$ cat src/design/rsnt_pkg.sv
`timescale 1ns / 1ps
package rsnt_pkg;
  localparam int unsigned ID_W = 32;
  localparam int unsigned TAG_W = 48;
  localparam int unsigned CMD_W = 3;
  localparam int unsigned CNT_W = 4;

  localparam logic [CMD_W-1:0] CMD_ADD = 3'd0;
  localparam logic [CMD_W-1:0] CMD_REMOVE = 3'd1;
  localparam logic [CMD_W-1:0] CMD_SUCC = 3'd2;
  localparam logic [CMD_W-1:0] CMD_PRED = 3'd3;
  localparam logic [CMD_W-1:0] CMD_EXISTS = 3'd4;

  localparam logic [0:0] REG_REF_ID = 1'b0;
  localparam logic [0:0] REG_BUCKET = 1'b1;

  typedef struct packed {
    logic [CMD_W-1:0] cmd;
    logic [ID_W-1:0] key_id;
    logic [TAG_W-1:0] key_tag;
  } in_word_t;

  typedef struct packed {
    logic hit;
    logic [ID_W-1:0] entry_id;
    logic [TAG_W-1:0] entry_tag;
    logic [CNT_W-1:0] count;
  } out_word_t;

  typedef struct packed {
    logic [ID_W-1:0] id;
    logic [TAG_W-1:0] tag;
  } entry_t;

  function automatic logic in_ring(input logic [ID_W-1:0] a, input logic [ID_W-1:0] m,
                                   input logic [ID_W-1:0] b, input logic closed);
    logic [ID_W-1:0] dm;
    logic [ID_W-1:0] db;
    dm = m - a;
    db = b - a;
    if (dm == '0) return (db == '0) && closed;
    if (dm == db) return closed;
    if (db == '0) return 1'b1;
    return dm < db;
  endfunction
endpackage

$ cat src/design/rsnt_cell.sv
`timescale 1ns / 1ps
module rsnt_cell (
  input  logic clk,
  input  logic shift,
  input  rsnt_pkg::entry_t prev_entry,
  output rsnt_pkg::entry_t entry
);
  always_ff @(posedge clk) begin
    if (shift) begin
      entry <= prev_entry;
    end
  end
endmodule

$ cat src/design/ring_sorted_neighbor_table_unit.sv
`timescale 1ns / 1ps
// The output word is offered after one full rotation of the cell chain, one slot per
// cycle past the head compare. One word is in flight at a time: a new word is taken
// only after the last output word is taken; a stalled output word holds the input off.
// Reset (rst, synchronous): table empty, ref_id = 0, bucket_size = 8.
module ring_sorted_neighbor_table_unit #(
  parameter int unsigned DEPTH = 8
) (
  input  logic clk,
  input  logic rst,
  input  logic in_valid,
  output logic in_ready,
  input  rsnt_pkg::in_word_t in_data,
  output logic out_valid,
  input  logic out_ready,
  output rsnt_pkg::out_word_t out_data,
  input  logic cfg_valid,
  output logic cfg_ready,
  input  logic cfg_index,
  input  logic [rsnt_pkg::ID_W-1:0] cfg_data
);
  localparam int unsigned IW = $clog2(DEPTH + 1);

  typedef enum logic [2:0] {
    S_IDLE = 3'b001,
    S_SCAN = 3'b010,
    S_OUT  = 3'b100
  } state_t;

  state_t state;
  logic [rsnt_pkg::ID_W-1:0] ref_id;
  logic [rsnt_pkg::CNT_W-1:0] bucket_size;
  logic [IW-1:0] fill, step, n_new, cap;
  rsnt_pkg::in_word_t req;
  rsnt_pkg::entry_t chain [DEPTH];
  rsnt_pkg::entry_t head, next_head, tail_in, carry, best, key_e;
  logic rot, carrying, done, hit, best_ok, rm_found;
  logic valid_slot, last_slot, is_add, live_add, match, ahead, evict;

  assign head = chain[0];
  assign next_head = chain[1];

  for (genvar g = 0; g < DEPTH; g++) begin : g_cell
    rsnt_pkg::entry_t nb;
    rsnt_pkg::entry_t q;
    if (g == DEPTH - 1) begin : g_tail
      assign nb = tail_in;
    end else begin : g_link
      assign nb = chain[g + 1];
    end
    rsnt_cell u_cell (
      .clk(clk), .shift(rot), .prev_entry(nb), .entry(q)
    );
    assign chain[g] = q;
  end

  always_comb begin
    if (bucket_size == '0) cap = IW'(1);
    else if (32'(bucket_size) > DEPTH) cap = IW'(DEPTH);
    else cap = IW'(bucket_size);
  end

  assign key_e = '{id: req.key_id, tag: req.key_tag};
  assign valid_slot = step < fill;
  assign last_slot = step == fill - IW'(1);
  assign is_add = req.cmd == rsnt_pkg::CMD_ADD;
  assign live_add = is_add && !done && (req.key_id != ref_id);
  assign match = head.id == req.key_id;
  assign ahead = rsnt_pkg::in_ring(ref_id, req.key_id, head.id, 1'b0);
  assign evict = last_slot && (fill >= cap);

  always_comb begin
    tail_in = head;
    case (req.cmd)
      rsnt_pkg::CMD_ADD: begin
        if (valid_slot) begin
          if (carrying) tail_in = carry;
          else if (live_add && (match || ahead)) tail_in = key_e;
        end else if (step == fill) begin
          if (carrying) tail_in = carry;
          else if (live_add && fill < cap) tail_in = key_e;
        end
      end
      rsnt_pkg::CMD_REMOVE: begin
        if (rm_found || (valid_slot && match)) tail_in = next_head;
      end
      default: tail_in = head;
    endcase
  end

  always_ff @(posedge clk) begin
    if (rst) begin
      state <= S_IDLE;
      ref_id <= '0;
      bucket_size <= rsnt_pkg::CNT_W'(8);
      fill <= '0;
      step <= '0;
      carrying <= 1'b0;
      done <= 1'b0;
      hit <= 1'b0;
      best_ok <= 1'b0;
      rm_found <= 1'b0;
    end else begin
      if (cfg_valid && cfg_ready) begin
        if (cfg_index == rsnt_pkg::REG_REF_ID) ref_id <= cfg_data;
        else bucket_size <= cfg_data[rsnt_pkg::CNT_W-1:0];
      end
      case (state)
        S_IDLE: begin
          if (in_valid) begin
            req <= in_data;
            step <= '0;
            carrying <= 1'b0;
            done <= 1'b0;
            hit <= 1'b0;
            best_ok <= 1'b0;
            rm_found <= 1'b0;
            best <= '0;
            n_new <= fill;
            state <= S_SCAN;
          end
        end
        S_SCAN: begin
          case (req.cmd)
            rsnt_pkg::CMD_ADD: begin
              if (valid_slot) begin
                if (carrying) begin
                  carry <= head;
                  if (evict) begin
                    hit <= 1'b1;
                    best <= head;
                    carrying <= 1'b0;
                  end
                end else if (live_add && match) begin
                  done <= 1'b1;
                end else if (live_add && ahead) begin
                  done <= 1'b1;
                  if (evict) begin
                    hit <= 1'b1;
                    best <= head;
                  end else begin
                    carry <= head;
                    carrying <= 1'b1;
                  end
                end
              end else if (step == fill) begin
                if (carrying || (live_add && fill < cap)) begin
                  carrying <= 1'b0;
                  n_new <= fill + IW'(1);
                end
              end
            end
            rsnt_pkg::CMD_REMOVE: begin
              if (valid_slot && !rm_found && match) begin
                rm_found <= 1'b1;
                hit <= 1'b1;
                best <= head;
                n_new <= fill - IW'(1);
              end
            end
            rsnt_pkg::CMD_SUCC: begin
              if (valid_slot && (!best_ok ||
                  rsnt_pkg::in_ring(best.id, req.key_id, head.id, 1'b1))) begin
                best <= head;
                best_ok <= 1'b1;
                hit <= 1'b1;
              end
            end
            rsnt_pkg::CMD_PRED: begin
              if (valid_slot && (!best_ok ||
                  rsnt_pkg::in_ring(best.id, head.id, req.key_id, 1'b0))) begin
                best <= head;
                best_ok <= 1'b1;
                hit <= 1'b1;
              end
            end
            rsnt_pkg::CMD_EXISTS: begin
              if (valid_slot && match && head.tag == req.key_tag) hit <= 1'b1;
            end
            default: ;
          endcase
          if (step == IW'(DEPTH - 1)) begin
            step <= '0;
            state <= S_OUT;
          end else begin
            step <= step + IW'(1);
          end
        end
        S_OUT: begin
          if (out_ready) begin
            fill <= n_new;
            state <= S_IDLE;
          end
        end
        default: state <= S_IDLE;
      endcase
    end
  end

  assign rot = state == S_SCAN;

  assign in_ready = state == S_IDLE;
  assign cfg_ready = 1'b1;
  assign out_valid = state == S_OUT;
  assign out_data = '{hit: hit, entry_id: hit ? best.id : '0,
                      entry_tag: hit ? best.tag : '0,
                      count: rsnt_pkg::CNT_W'(n_new)};

`ifndef SYNTHESIS
  a_fill: assert property (@(posedge clk) disable iff (rst) fill <= IW'(DEPTH))
    else $error("fill exceeds depth");
  a_onehot: assert property (@(posedge clk) disable iff (rst) $onehot(state))
    else $error("state not one-hot");
  a_out_hold: assert property (@(posedge clk) disable iff (rst)
    out_valid && !out_ready |=> out_valid && $stable(out_data))
    else $error("output word changed while stalled");
`endif
endmodule

$ cat config.mk
export PLATFORM = sky130hd
export DESIGN_NAME = ring_sorted_neighbor_table_unit
export DESIGN_NICKNAME = d
export VERILOG_FILES = /design/src/design/rsnt_pkg.sv /design/src/design/rsnt_cell.sv /design/src/design/ring_sorted_neighbor_table_unit.sv
export SDC_FILE = /design/constraint.sdc
export NUM_CORES = 2
export LEC_CHECK = 0
export ABC_AREA = 0
export BUFFER_PORTS_ARGS = -buffer_cell sky130_fd_sc_hd__buf_2
export CORE_MARGIN = 4
export CORE_UTILIZATION = 52
export DETAILED_ROUTE_END_ITERATION = 7
export PLACE_DENSITY = 0.7
export SLEW_MARGIN = 10
export SYNTH_ARGS = -nofsm -noshare
export SYNTH_HDL_FRONTEND = slang
export SYNTH_SLANG_ARGS = --single-unit
$ cat constraint.sdc
create_clock -name clk -period 27.6 [get_ports clk]
set_clock_uncertainty 0.2 [all_clocks]
set_input_delay 1.38 -clock clk [delete_from_list [all_inputs] [get_ports clk]]
set_output_delay 1.38 -clock clk [all_outputs]
set_load 0.01 [all_outputs]
---- Word level (Yosys, flattened, before mapping) ----
Index checks and enable logic that the tools add are counted.
storage, ports and cells
  register bits ........................... 939
  logic and storage cells ................. 266
cells by class
  add/subtract/negate cells ............... 7
  magnitude comparators ................... 7
  equality and inequality tests ........... 43
  mux-type cells .......................... 130
  bitwise operators ....................... 2
  reduce and logical (&&, ||, !) cells .... 43
operator list
  operator                                              number
  two-way mux 80 bit                                    20
  case mux 80 bit (2 select lines)                      2
  case mux 80 bit (4 select lines)                      1
  equality test 32 bit                                  4
  zero test 32 bit                                      4
  subtractor 32 bit                                     4
  less-than comparator 32 bit                           3
  two-way mux 1 bit                                     82
  equality test 48 bit                                  1
  two-way mux 48 bit                                    1
  != test 3 bit (second input constant)                 13
  two-way mux 4 bit                                     9
  two-way mux 32 bit                                    1
  != test 32 bit                                        1
  case mux 4 bit (2 select lines)                       3
  AND reduction 10 bit                                  2
  != test 2 bit (second input constant)                 9
  logical AND 1 bit                                     13
  case mux 1 bit (2 select lines)                       6
  AND reduction 5 bit                                   2
  equality test 3 x 2 -> 1 bit (second input constant)  3
  two-way mux 3 bit                                     3
  case mux 3 bit (3 select lines)                       1
  adder 4 x 1 -> 4 bit (second input constant)          2
  25 further kinds                                      42

---- Depth between registers and ports, before layout ----
  depth in word-level cells ............... 26
  depth in mapped cells ................... 26

---- Modules after synthesis ----
From an unflattened synthesis, not the netlist that was laid out.
unflattened totals
  cells, all modules ...................... 3999
  area, all modules ....................... 46289.4 µm²
by module, submodules not included
  module                           times used  cells each  area an instance (µm²)  sequential area each (µm²)
  ring_sorted_neighbor_table_unit  1           3359        27071.0                 8458.1
  rsnt_cell                        8           80          2402.3                  2402.3

---- Worst setup path after synthesis ----
No wires, ideal clock.
  kind .................................... reg2reg
  from .................................... reg state[0]
  to ...................................... reg step[0]
  library setup time ...................... 0.155 ns
  arrival ................................. 22.163 ns
  data required time ...................... 27.245 ns
  path slack .............................. 5.081 ns
  cell stages (with the launch flop) ...... 8
  buffers on the path ..................... 2
  clock period less this slack ............ 22.519 ns
  cell sequence ........................... dfxtp_1 > nand2b_1 > or2_2 > clkbuf_1 > inv_1 > clkbuf_1 > o21ai_0 > a211oi_1
on the way
  cells in the longest elaborated chain, start to end .. 3
  elaborated cells on any way between the ends .. 6
  classes of those cells .................. eq/ne: 3; mux: 1; reduce/logical: 2
ends and longest elaborated chain
  item                                  RTL line                                text
  start: declaration                    ring_sorted_neighbor_table_unit.sv:30   state_t state;
  start signal: assignment              ring_sorted_neighbor_table_unit.sv:93   state <= S_IDLE;
  start signal: assignment              ring_sorted_neighbor_table_unit.sv:120  state <= S_SCAN;
  start signal: assignment              ring_sorted_neighbor_table_unit.sv:184  state <= S_OUT;
  equality test 3 x 2 -> 1 bit (*)      n/a
  net g_cell[0].u_cell.shift            rsnt_cell.sv:4                          input logic shift,
  nonzero test 2 bit (no source line)   n/a
  AND reduction 2 bit (no source line)  n/a
  end signal: assignment                ring_sorted_neighbor_table_unit.sv:186  step <= step + IW'(1);
  end: declaration                      ring_sorted_neighbor_table_unit.sv:33   logic [IW-1:0] fill, step, n_new, cap;
The timed path passes the listed nets; every way through them passes the cells marked *.
A chain may end at the register's enable or synchronous reset.

---- Worst setup path after layout ----
  from .................................... reg g_cell[0].u_cell.entry[65] in the netlist's numbering
  to ...................................... reg best[46] in the netlist's numbering, enable pin
on the way
  cells in the longest elaborated chain, start to end .. 18
  elaborated cells on any way between the ends .. 70
  classes of those cells .................. add/sub: 2; order compare: 3; eq/ne: 9; mux: 46; reduce/logical: 10
ends and longest elaborated chain
  item                                       RTL line                                text
  start: declaration                         rsnt_cell.sv:6                          output rsnt_pkg::entry_t entry
  start signal: assignment                   rsnt_cell.sv:10                         entry <= prev_entry;
  subtractor 32 bit                          rsnt_pkg.sv:39, rsnt_pkg.sv:40
  zero test 32 bit                           rsnt_pkg.sv:41, rsnt_pkg.sv:43
  two-way mux 1 bit                          rsnt_pkg.sv:41, rsnt_pkg.sv:43
  two-way mux 1 bit                          rsnt_pkg.sv:43                          if (db == '0) return 1'b1;
  two-way mux 1 bit                          rsnt_pkg.sv:42                          if (dm == db) return closed;
  two-way mux 1 bit                          ring_sorted_neighbor_table_unit.sv:124  case (req.cmd)
  two-way mux 1 bit                          ring_sorted_neighbor_table_unit.sv:108  case (state)
  two-way mux 1 bit                          ring_sorted_neighbor_table_unit.sv:92   if (rst) begin
  [... 2 more ...]                           n/a
  two-way mux 1 bit                          rsnt_pkg.sv:42
  two-way mux 1 bit                          ring_sorted_neighbor_table_unit.sv:124
  two-way mux 1 bit                          ring_sorted_neighbor_table_unit.sv:108
  two-way mux 1 bit                          ring_sorted_neighbor_table_unit.sv:92
  logical OR 1 bit                           ring_sorted_neighbor_table_unit.sv:162  if (valid_slot && (!best_ok ||
  logical AND 1 bit                          ring_sorted_neighbor_table_unit.sv:162
  != test 3 bit (no source line)             n/a
  AND reduction 10 bit (no source line) (*)  n/a
  end signal: assignment                     ring_sorted_neighbor_table_unit.sv:157  best <= head;
  end signal: assignment                     ring_sorted_neighbor_table_unit.sv:164  best <= head;
  end signal: assignment                     ring_sorted_neighbor_table_unit.sv:172  best <= head;
  end: declaration                           ring_sorted_neighbor_table_unit.sv:36   rsnt_pkg::entry_t head, next_head, tail_in, carry, best, key_e;
Mark *: on every way between the ends. The rest lies on a longest branch, timed or not. The select of a mux whose other input is x is not followed.

==> results.py <==
metrics = {
    "run_status": {
        "status": "finished clean",
    },
    "grt": {
        "met1_usage_pct": 43.8,
        "grt_pass1_vias": 33600,
        "use_met3_pct": 4.88,
        "globalRouteOverflowTotal": 0,
        "grt_usage_pct": 29.2,
        "use_met2_pct": 43.8,
        "grt_antenna_before_repair": 10,
        "grt_max_degree": 190,
        "busiest_layer": "met2",
        "grt_pass1_wl_mm": 218,
    },
    "logic_synthesis": {
        "synth-async-reset-ratio_pct": 0,
        "ys_ff_latch": 939,
        "synth_edf_count": 887,
        "synth_top_cell_by_area": "edfxtp_1",
        "ys_seq_area_share_pct": 56.3,
        "ys_top_cells_by_count": "edfxtp_1 (887), nand2_1 (594), nor2_1 (370)",
        "synthesis.nets": 4726,
        "synth_warnings": 0,
        "synth.avg_cell_area_um2": 11.2,
        "synth_area_leaders": "edfxtp_1 (54%), ha_1 (5.0%), nand2_1 (4.5%), a21oi_1 (3.1%), nor2_1 (2.8%)",
        "synth_cell_type_count": 97,
        "synth_most_common_cell": "edfxtp_1",
        "synthCells": 4404,
        "ys.flop_type": "edfxtp_1",
        "syn_area_mm2": 0.0492,
        "synth_top_area_share_pct": 54.2,
    },
    "cts": {
        "numCtsBuffers": 95,
        "postCtsSetupRepairBufs": 0,
        "clock-sinks": 939,
        "cts_max_level": 3,
        "clkTransAtPathRegs_ps": 70,
        "clockBufferDepth": 3,
        "clk_latency_ps": 690,
        "cts_hold_buffers": 0,
        "cts_resized": 0,
        "cts_tree": "yes",
        "cts_root_buffer": "clkbuf_16",
    },
    "die": {
        "initial_core_util_pct": 52.5,
        "die_h_um": 315,
        "num_rows": 112,
        "core_mm2": 0.0936,
        "die_width_um": 315,
        "io_pins": 209,
        "die_area_mm2": 0.0995,
    },
    "place": {
        "place_inst": 5665,
        "hpwl_mm": 102,
        "place_congestion": 0.994,
        "port-buffer-count": 207,
    },
    "final_layout": {
        "multi_input_area_mm2": 0.0201,
        "area_delta_synth_final_pct": 10.8,
        "seq_area_mm2": 0.0277,
        "stdcell_count": 5846,
        "drive_gt1_share_pct": 13.0,
        "fill_cells": 7833,
        "nets": 4830,
    },
    "worst_setup_path": {
        "cp.required_ps": 27690,
        "critPathLaunchType": "flop",
        "ff2ff_path_depth": 19,
        "cp_cell_sequence": "ha_1 > and4_1 > nand3_1 > a2111oi_0 > buf_4 > o21ai_1 > a21boi_1 > o21ai_0 > a211o_1 > ha_1 > and4_1 > nand3_1 > nor3_1 > nand3_1 > a21oi_1 > nor3_1 > o21ai_0 > and4_4 > buf_4",
        "crit_path_frequent_cell": "nand3_1",
        "cp_slowest_cell": "buf_4",
        "cp_max_fo": 66,
        "crit_buf_inv": 2,
        "crit_family": "simple AND/OR/NAND/NOR gates",
        "critPathCaptureType": "flop",
        "critPathKind": "flop to flop",
        "cp.depth": 19,
        "critical_path_arrival_ps": 8280,
        "slowest_delay_ps": 890,
    },
    "sta": {
        "setup_viol": 0,
        "finalSetupTns_ps": 0,
        "worst_pin_slew_ps": 1250,
        "rsz0062_at_grt": "no",
        "period_minus_slack_ps": 8190,
        "hold_viol_final": 0,
        "final_max_slew_viol_count": 0,
        "slew_headroom_pct": 16.6,
        "timing.fmax_mhz": 122,
        "fin_crit_sh_pct": 29.7,
    },
    "detailed_routing": {
        "drt_iter0_drc": 4254,
        "wl_per_cell_um": 25.4,
        "drc": 0,
        "avgViaCountPerCell": 6.22,
        "wl_mm": 148,
        "vias": 36400,
        "ant_nets": 0,
        "drt_pass1_iterations": 6,
    },
    "pwr": {
        "p_leak_uw": 0.0196,
        "pwr_density_cell_mw_per_mm2": 60.4,
        "irDropWorstVdd_mv": 0.0504,
    },
    "worst_hold_path": {
        "hold_class": "flop to flop",
        "min_path_cells": 0,
    },
    "run": {
        "drv_cap": 0,
    },
}
-- per-layer routing --
layer	vias to the layer above	share of wire [%]
li1	16600	-
met1	17700	44
met2	1856	44
met3	267	9.0
met4	4	3.2
met5	-	0.018
-- stage by stage --
| stage | worst slack, ps | total power, uW | utilization [%] | instance area (um2) | hold WS [ps] |
|---|---|---|---|---|---|
| global route | 19080 | 3410 | 58.2 | 54400 | 213 |
| floorplan | 5080 | 1890 | - | 49200 | 200 |
| global placement | 19550 | 1990 | 54.7 | 51200 | 200 |
| finish | 19410 | 3290 | 58.2 | 54400 | 212 |
| detailed placement | 19590 | 1990 | 54.7 | 51200 | 205 |
| CTS | 19520 | 3310 | 58.2 | 54400 | 209 |
-- sequential cells by signal (all words and copies together), names as in the netlist --
signal	cells
carrying	1
ref_id	32
fill	4
hit	1
carry	80
bucket_size	4
best_ok	1
rm_found	1
done	1
best	80
req	3
step	4
g_cell.u_cell.entry	640
key_e	80
state	3
n_new	4
-- power by group --
| part | internal, uW | switching, uW |
|---|---|---|
| logic | 129 | 231 |
| clock network | 762 | 561 |
| registers | 1580 | 27.0 |
-- final cells by class --
cell class              count  area share [%]
diodes                      3          0.0138
inverters                 135           0.944
repair buffers            252            2.55
multi-input cells        3085            36.9
clock buffers             117            4.59
flip-flops and latches    939            50.8
well taps                1254            2.88
clock inverters            61            1.29
-- cell usage in the layout, fill, tap and decap left out, drive strengths merged, types with 14 or more instances in the layout --
cell	netlist	final
edfxtp	887	887
nand2	594	594
nor2	371	371
a21oi	301	301
o21ai	266	266
buf	22	252
ha	197	197
inv	135	137
clkbuf	223	117
nor2b	109	109
and2	101	101
xnor2	87	87
o31ai	87	87
o221ai	77	77
a22oi	76	76
mux2	76	76
xor2	75	75
nand4	58	58
nor3	55	55
a21o	54	54
dfxtp	52	52
nand3	51	51
clkinv	0	39
a211oi	36	36
o21a	33	33
nor4	32	32
nand2b	24	24
and4	22	22
and3	21	21
o211ai	20	20
a31oi	18	18
a211o	18	18
o21bai	15	15
or3	15	15
or2	15	15
nor3b	14	14
-- worst paths after layout --
path | from | endpoint | slack (ps)
worst min register to register | g_cell[6].u_cell.entry[13]$_DFFE_PP_ | g_cell[5].u_cell.entry[13]$_DFFE_PP_ | 210
worst min-delay path | g_cell[6].u_cell.entry[13]$_DFFE_PP_ | g_cell[5].u_cell.entry[13]$_DFFE_PP_ | 210
worst max register to register | g_cell[0].u_cell.entry[65]$_DFFE_PP_ | best[46]$_SDFFCE_PN0P_ | 19410
worst max-delay path | g_cell[0].u_cell.entry[65]$_DFFE_PP_ | best[46]$_SDFFCE_PN0P_ | 19410
-- cells by family after synthesis --
| logic type | count (synthesis) | share of synthesized area (%) |
|---|---|---|
| AND/OR/NAND/NOR | 1522 | 14.6 |
| AO/OA/AOI/OAI | 1117 | 15.5 |
| flip-flops | 939 | 56.3 |
| buffers and inverters | 380 | 3.06 |
| adder cells (fa/ha/maj) | 201 | 5.18 |
| XOR/XNOR | 162 | 2.89 |
| multiplexers | 82 | 2.39 |
| other | 1 | 0.00763 |
Power figures use the tool's default switching activity.
